### src/rtl/core/ica_pkg.sv
package ica_pkg;
	localparam int DataWidth = 32;
	localparam int FracBits  = 16;
	localparam int QuoBits   = DataWidth + FracBits;
	localparam int SqrtSteps = (DataWidth + 1) / 2 + FracBits;
	localparam int RootBits  = SqrtSteps;
	localparam int RemBits   = SqrtSteps + 2;
	localparam int CntBits   = $clog2(QuoBits + 1);

	typedef enum logic [2:0] {
		ACT_ADD  = 3'd0,
		ACT_REM  = 3'd1,
		ACT_DIV  = 3'd2,
		ACT_MUL  = 3'd3,
		ACT_FDIV = 3'd4,
		ACT_POW  = 3'd5,
		ACT_SQRT = 3'd6,
		ACT_NONE = 3'd7
	} action_t;

	// Controller to datapath
	typedef struct packed {
		logic load;    // capture operands, set up the chosen operation
		logic step;    // one iteration of the active operation
		logic finish;  // form the result fields
	} ica_cmd_t;

	// Datapath to controller
	typedef struct packed {
		logic done;    // iterations complete
	} ica_sts_t;
endpackage

### src/rtl/core/ica_ctrl.sv
module ica_ctrl
	import ica_pkg::*;
(
	input  logic     clk,
	input  logic     arst_n,
	input  logic     in_valid,
	output logic     in_ready,
	output logic     out_valid,
	input  logic     out_ready,
	output ica_cmd_t cmd,
	input  ica_sts_t sts
);
	typedef enum logic [1:0] {ST_IDLE, ST_RUN, ST_FIN, ST_OUT} state_t;
	state_t state_q;

	assign in_ready  = (state_q == ST_IDLE);
	assign out_valid = (state_q == ST_OUT);

	always_comb begin
		cmd.load   = in_valid && (state_q == ST_IDLE);
		cmd.step   = (state_q == ST_RUN) && !sts.done;
		cmd.finish = (state_q == ST_FIN);
	end

	// Sequencer: load, iterate, finish, hold result until transfer
	always_ff @(posedge clk or negedge arst_n) begin
		if (!arst_n) begin
			state_q <= ST_IDLE;
		end else begin
			unique case (state_q)
				ST_IDLE: if (in_valid) state_q <= ST_RUN;
				ST_RUN:  if (sts.done) state_q <= ST_FIN;
				ST_FIN:  state_q <= ST_OUT;
				ST_OUT:  if (out_ready) state_q <= ST_IDLE;
				default: state_q <= ST_IDLE;
			endcase
		end
	end
endmodule

### src/rtl/core/ica_datapath.sv
module ica_datapath
	import ica_pkg::*;
(
	input  logic                        clk,
	input  ica_cmd_t                    cmd,
	output ica_sts_t                    sts,
	input  logic [2:0]                  action,
	input  logic signed [DataWidth-1:0] operand_a,
	input  logic signed [DataWidth-1:0] operand_b,
	output logic signed [DataWidth-1:0] int_result,
	output logic signed [DataWidth-1:0] fixed_result,
	output logic [DataWidth-1:0]        root_a,
	output logic [DataWidth-1:0]        root_b,
	output logic                        error
);
	localparam logic [DataWidth-1:0] MaxPos = {1'b0, {(DataWidth-1){1'b1}}};
	localparam logic [DataWidth-1:0] MinNeg = {1'b1, {(DataWidth-1){1'b0}}};

	action_t               act_q;
	logic [DataWidth-1:0]  a_q, b_q;
	logic                  neg_a_q, neg_b_q;
	logic [CntBits-1:0]    cnt_q;
	// divider
	logic [QuoBits-1:0]    dvd_q;
	logic [DataWidth:0]    drem_q;
	logic [QuoBits-1:0]    quo_q;
	logic [DataWidth-1:0]  mb_q;
	// power / multiply
	logic [DataWidth-1:0]  pbase_q, pexp_q, pacc_q;
	// two square root units
	logic [2*SqrtSteps-1:0] sa_q, sb_q;
	logic [RemBits-1:0]     ra_q, rb_q;
	logic [RootBits-1:0]    rta_q, rtb_q;

	logic [DataWidth-1:0]  mag_a, mag_b;
	logic [DataWidth:0]    dshift, dsub;
	logic                  dge;
	logic                  fdiv, div_zero;
	logic [DataWidth-1:0]  quo_lo, rem_lo, fq_mag, sq_err;
	logic                  fneg;
	logic [QuoBits-1:0]    flimit;
	logic [RemBits-1:0]    sa_rem, sb_rem, sa_trial, sb_trial;
	logic [CntBits-1:0]    steps_need;

	assign mag_a = operand_a[DataWidth-1] ? DataWidth'(-operand_a) : operand_a;
	assign mag_b = operand_b[DataWidth-1] ? DataWidth'(-operand_b) : operand_b;
	assign fdiv  = (act_q == ACT_FDIV);

	// Restoring divider step, one quotient bit a cycle
	assign dshift = {drem_q[DataWidth-1:0], dvd_q[QuoBits-1]};
	assign dge    = dshift >= {1'b0, mb_q};
	assign dsub   = dge ? dshift - {1'b0, mb_q} : dshift;

	// Square root steps, one root bit a cycle per operand
	assign sa_rem   = {ra_q[RemBits-3:0], sa_q[2*SqrtSteps-1 -: 2]};
	assign sb_rem   = {rb_q[RemBits-3:0], sb_q[2*SqrtSteps-1 -: 2]};
	assign sa_trial = {rta_q, 2'b01};
	assign sb_trial = {rtb_q, 2'b01};

	always_comb begin
		unique case (act_q)
			ACT_REM, ACT_DIV: steps_need = CntBits'(DataWidth);
			ACT_FDIV:         steps_need = CntBits'(QuoBits);
			ACT_POW:          steps_need = CntBits'(DataWidth);
			ACT_SQRT:         steps_need = CntBits'(SqrtSteps);
			default:          steps_need = CntBits'(1);
		endcase
	end
	assign sts.done = (cnt_q == steps_need);

	always_ff @(posedge clk) begin
		if (cmd.load) begin
			act_q   <= action_t'(action);
			a_q     <= operand_a;
			b_q     <= operand_b;
			neg_a_q <= operand_a[DataWidth-1];
			neg_b_q <= operand_b[DataWidth-1];
			cnt_q   <= '0;
			mb_q    <= mag_b;
			drem_q  <= '0;
			quo_q   <= '0;
			dvd_q   <= (action == ACT_FDIV) ? {mag_a, {FracBits{1'b0}}}
			                                : QuoBits'(mag_a) << FracBits;
			pbase_q <= operand_a;
			pexp_q  <= operand_b;
			pacc_q  <= (action == ACT_MUL) ? operand_a * operand_b : DataWidth'(1);
			sa_q    <= {operand_a, {(2*SqrtSteps-DataWidth){1'b0}}};
			sb_q    <= {operand_b, {(2*SqrtSteps-DataWidth){1'b0}}};
			ra_q    <= '0;
			rb_q    <= '0;
			rta_q   <= '0;
			rtb_q   <= '0;
		end else if (cmd.step) begin
			cnt_q  <= cnt_q + 1'b1;
			dvd_q  <= dvd_q << 1;
			drem_q <= dsub;
			quo_q  <= {quo_q[QuoBits-2:0], dge};
			// power: one exponent bit a cycle, LSB first
			if (act_q == ACT_POW) begin
				if (pexp_q[0]) pacc_q <= pacc_q * pbase_q;
				pbase_q <= pbase_q * pbase_q;
				pexp_q  <= pexp_q >> 1;
			end
			sa_q <= sa_q << 2;
			sb_q <= sb_q << 2;
			if (sa_rem >= sa_trial) begin
				ra_q  <= sa_rem - sa_trial;
				rta_q <= {rta_q[RootBits-2:0], 1'b1};
			end else begin
				ra_q  <= sa_rem;
				rta_q <= {rta_q[RootBits-2:0], 1'b0};
			end
			if (sb_rem >= sb_trial) begin
				rb_q  <= sb_rem - sb_trial;
				rtb_q <= {rtb_q[RootBits-2:0], 1'b1};
			end else begin
				rb_q  <= sb_rem;
				rtb_q <= {rtb_q[RootBits-2:0], 1'b0};
			end
		end
	end

	// Result formation
	assign div_zero = (b_q == '0);
	assign quo_lo   = quo_q[DataWidth-1:0];
	assign rem_lo   = drem_q[DataWidth-1:0];
	assign fneg     = neg_a_q ^ neg_b_q;
	assign flimit   = fneg ? QuoBits'(MinNeg) : QuoBits'(MaxPos);
	assign fq_mag   = fneg ? DataWidth'(-quo_q[DataWidth-1:0]) : quo_q[DataWidth-1:0];
	assign sq_err   = '0;

	always_ff @(posedge clk) begin
		if (cmd.finish) begin
			int_result   <= '0;
			fixed_result <= '0;
			root_a       <= sq_err;
			root_b       <= sq_err;
			error        <= 1'b0;
			unique case (act_q)
				ACT_ADD: int_result <= a_q + b_q;
				ACT_MUL: int_result <= pacc_q;
				ACT_POW: int_result <= b_q[DataWidth-1] ? DataWidth'(1) : pacc_q;
				ACT_REM: begin
					if (div_zero) error <= 1'b1;
					else int_result <= neg_a_q ? DataWidth'(-rem_lo) : rem_lo;
				end
				ACT_DIV: begin
					if (div_zero) error <= 1'b1;
					else int_result <= fneg ? DataWidth'(-quo_lo) : quo_lo;
				end
				ACT_FDIV: begin
					if (div_zero) error <= 1'b1;
					else if (quo_q > flimit) fixed_result <= fneg ? MinNeg : MaxPos;
					else fixed_result <= fq_mag;
				end
				ACT_SQRT: begin
					error  <= neg_a_q | neg_b_q;
					root_a <= neg_a_q ? '0 : DataWidth'(rta_q);
					root_b <= neg_b_q ? '0 : DataWidth'(rtb_q);
				end
				default: ;
			endcase
		end
	end
endmodule

### src/rtl/core/integer_calculator_alu.sv
// Integer calculator ALU. One item in, one result out, one item at a time.
// Add and multiply use none of the iterative units; remainder, divide and power
// go one bit a cycle over 32 operand bits in the shared divider or the
// square-and-multiply loop, fractional divide over 48 quotient bits, square
// root over 32 root bits, both roots in parallel units.
module integer_calculator_alu
	import ica_pkg::*;
(
	input  logic                        clk,
	input  logic                        arst_n,
	input  logic                        in_valid,
	output logic                        in_ready,
	input  logic [2:0]                  action,
	input  logic signed [DataWidth-1:0] operand_a,
	input  logic signed [DataWidth-1:0] operand_b,
	output logic                        out_valid,
	input  logic                        out_ready,
	output logic signed [DataWidth-1:0] int_result,
	output logic signed [DataWidth-1:0] fixed_result,
	output logic [DataWidth-1:0]        root_a,
	output logic [DataWidth-1:0]        root_b,
	output logic                        error
);
	ica_cmd_t cmd;
	ica_sts_t sts;

	ica_ctrl u_ctrl (
		.clk, .arst_n, .in_valid, .in_ready, .out_valid, .out_ready, .cmd, .sts
	);

	ica_datapath u_dp (
		.clk, .cmd, .sts, .action, .operand_a, .operand_b,
		.int_result, .fixed_result, .root_a, .root_b, .error
	);
endmodule

### config.mk
export PLATFORM = sky130hd
export DESIGN_NAME = integer_calculator_alu
export DESIGN_NICKNAME = d
export VERILOG_FILES = /design/src/rtl/core/ica_pkg.sv /design/src/rtl/core/ica_ctrl.sv /design/src/rtl/core/ica_datapath.sv /design/src/rtl/core/integer_calculator_alu.sv
export SDC_FILE = /design/constraint.sdc
export NUM_CORES = 2
export LEC_CHECK = 0
export BUFFER_PORTS_ARGS = -buffer_cell sky130_fd_sc_hd__buf_4
export CAP_MARGIN = 15
export CORE_AREA = 5 5 370 372
export CTS_BUF_LIST = sky130_fd_sc_hd__clkbuf_4
export DETAILED_ROUTE_END_ITERATION = 16
export DIE_AREA = 0 0 375 377
export PLACE_DENSITY = 0.8
export SYNTH_ARGS = -nofsm -noshare
export SYNTH_HDL_FRONTEND = slang
export SYNTH_SLANG_ARGS = --single-unit
### constraint.sdc
create_clock -name clk -period 7.31 [get_ports clk]
set_input_delay 1.8275 -clock clk [delete_from_list [all_inputs] [get_ports clk]]
set_output_delay 1.8275 -clock clk [all_outputs]
set_load 0.05 [all_outputs]
==> flow_metrics.py <==
metrics = {
    "critical_path": {
        "crit_required_ps": 8140,
        "cpMostUsedCell": "fa_1",
        "cpLargestDelayFamily": "adder cells",
        "cp.arrival_ps": 8400,
        "r2r_slack_ps": -260,
        "cp.buffers_inverters": 8,
        "critical_path_class": "flip-flop to flip-flop",
        "cp_max_fo": 3,
        "critPathLaunchType": "flip-flop",
        "end_kind": "flip-flop",
        "slowest_delay_ps": 560,
        "critPathSlowestCell": "fa_2",
    },
    "sta": {
        "worstMarginPinSlew_ps": 1230,
        "fin_skew_ps": 78.4,
        "tns_ps": -864,
        "fmax_ghz": 0.132,
        "report.final.slew_viol_count": 0,
        "rsz0062_at_grt": "yes",
        "post-route-period-util_pct": 104,
        "fin_ws_ps": -256,
        "slew_headroom_pct": 17.9,
        "setup_violations": 8,
        "hold_viol": 0,
        "period_needed_ps": 7570,
    },
    "drt": {
        "routed-via-count": 64370,
        "drc": 0,
        "detail-route-antenna-nets": 0,
        "wl_per_cell_um": 22.1,
        "drtPass1Iterations": 8,
        "wl_um": 245000,
        "routed_via_density": 5.83,
        "first_iter_violations": 6360,
    },
    "die": {
        "ios": 202,
        "die_y_um": 377,
        "start_util_pct": 59.6,
        "dieArea_um2": 141000,
        "core_um2": 133000,
        "die_w_um": 375,
        "rows": 134,
    },
    "placed_design": {
        "portBuffers": 201,
        "place_congestion": 0.987,
        "dpl.hpwl_um": 193000,
        "dpl.cell_count": 10686,
    },
    "final_layout": {
        "largest_reg_flops": 48,
        "layout_commonest_cell": "inv_1",
        "nNetsFinal": 10954,
        "final_cell_mix": "1,410 x inv_1, 1,285 x nand2_1, 1,147 x fa_1",
        "area_delta_synth_final_pct": 13.5,
        "largest-register": "u_dp.quo_q",
        "instances_no_fill": 11049,
        "layout-drive-gt1-share_pct": 14.2,
    },
    "synth": {
        "synth_ff_type": "edfxtp_1",
        "ys_seq_area_share_pct": 21.3,
        "synthDistinctLibCells": 77,
        "syn_avg_cell_area_um2": 9.22,
        "postSynth.asyncResetShare_pct": 0.315,
        "ys_warn_count": 0,
        "syn_area_um2": 79200,
        "ys_ff_latch": 634,
        "synth_edf_count": 418,
        "synth_cells": 8593,
    },
    "global_routing": {
        "first_global_vias": 67775,
        "overflow": 0,
        "grt_usage_pct": 34.6,
        "grt_pass1_wl_um": 380000,
        "grt_start_max_net_pins": 269,
        "antenna_found_initial": 25,
    },
    "cts": {
        "cts_tree": "yes",
        "clock_path_buffers": 3,
        "cts_root_buffer": "clkbuf_4",
        "clock_latency_ps": 1170,
        "cts.sinks": 634,
        "numCtsBuffers": 164,
        "holdBufCountCts": 0,
        "cts_max_level": 4,
        "cts.reportedPaths.clkPinSlew_ps": 70,
    },
    "outcome": {
        "violations": "negative setup slack",
        "status": "finished with violations",
    },
    "min_path": {
        "hp-class": "flip-flop to flip-flop",
    },
    "flow_run": {
        "drv_cap": 0,
    },
}
routing by layer:
metal  global-route usage (%)  share of wire, %  up-vias
met3                     9.33                11      697
met5                        0             0.024        -
met2                     54.5                45     3291
li1                         -                 -    28437
met4                     16.9               5.5       10
met1                     44.7                38    31935
per-stage QoR:
stage               utilization (%)  area, um2  hold WS, ps  setup WS [ps]
floorplan                         -      79800          432           -977
global placement               65.0      86500          433          -1260
detailed placement             65.0      86500          447          -1320
CTS                            66.9      89000          352           -342
global route                   67.6      89900          366           -450
finish                         67.7      90000          451           -256
synth_stat cells, types with 20 or more instances:
cell type | number | area (um2)
nor3_1 | 144 | 721
a21oi_1 | 357 | 1790
nor4_1 | 24 | 150
a31oi_1 | 45 | 282
nor2_1 | 150 | 563
o21a_1 | 39 | 293
or2_2 | 20 | 125
o211ai_1 | 26 | 195
a21o_1 | 92 | 691
o31ai_1 | 43 | 323
o41ai_1 | 21 | 184
fa_1 | 1185 | 23700
edfxtp_1 | 418 | 12600
xor2_1 | 153 | 1340
ha_1 | 576 | 7210
and2_1 | 749 | 4690
or3_1 | 40 | 250
nand3_1 | 61 | 305
and3_1 | 20 | 125
nand2_1 | 1290 | 4840
o22ai_1 | 47 | 294
inv_1 | 1422 | 5340
nand4_1 | 37 | 231
nor2b_1 | 30 | 188
mux2i_1 | 28 | 280
nand2b_1 | 43 | 269
o21bai_1 | 26 | 195
clkbuf_1 | 449 | 1690
dfxtp_1 | 214 | 4280
xnor2_1 | 288 | 2520
a211oi_1 | 39 | 293
o21ai_0 | 316 | 1580
worst min-delay path: cells and delay by family, from the launching register on:
kind / cells / cell delay [ps]
DFF: 1 / 320
AOI/OAI and AO/OA: 1 / 50
and+or+nand+nor: 1 / 60
cell type report:
class,count,area [um2]
flip-flops and latches,634,16900
multi-input cells,6069,56200
clock inverters,65,354
fillers,10203,43000
clock buffers,238,1790
diodes,22,55.1
repair buffers,830,7070
well taps,1768,2210
inverters,1423,5350
timing repair:
action,4_1_cts,5_1_grt
gates cloned,0,2
endpoints found under the setup margin,11,20
buffers inserted,19,21
resized for setup,63,144
pin swaps,37,124
cell families after synthesis:
kind of cell / synth area share (%)
XOR/XNOR: 4.87
multiplexers: 0.354
buffers and inverters: 8.97
adder cells (fa/ha/maj): 39.0
AND/OR/NAND/NOR: 16.1
flip-flops: 21.3
AO/OA/AOI/OAI: 9.36
other: 0.00473
path summary, 6_finish.rpt:
kind                                                   from                            end  cells after the start
worst min register to register  u_dp.rtb_q[14]$_SDFFE_PP0P_    u_dp.rtb_q[15]$_SDFFE_PP0P_                      2
worst max register to register    u_dp.pacc_q[12]$_DFFE_PP_      u_dp.pacc_q[30]$_DFFE_PP_                     28
min in group asynchronous                            arst_n  u_ctrl.state_q[0]$_DFFE_PN0P_                      1
max in group asynchronous                            arst_n  u_ctrl.state_q[1]$_DFFE_PN0P_                      1
worst max-delay path              u_dp.pacc_q[12]$_DFFE_PP_      u_dp.pacc_q[30]$_DFFE_PP_                     28
worst min-delay path            u_dp.rtb_q[14]$_SDFFE_PP0P_    u_dp.rtb_q[15]$_SDFFE_PP0P_                      2
Power is left out: the tool's default activity adds up to more than one toggle a clock period on the data nets, which glitch-free logic cannot reach.
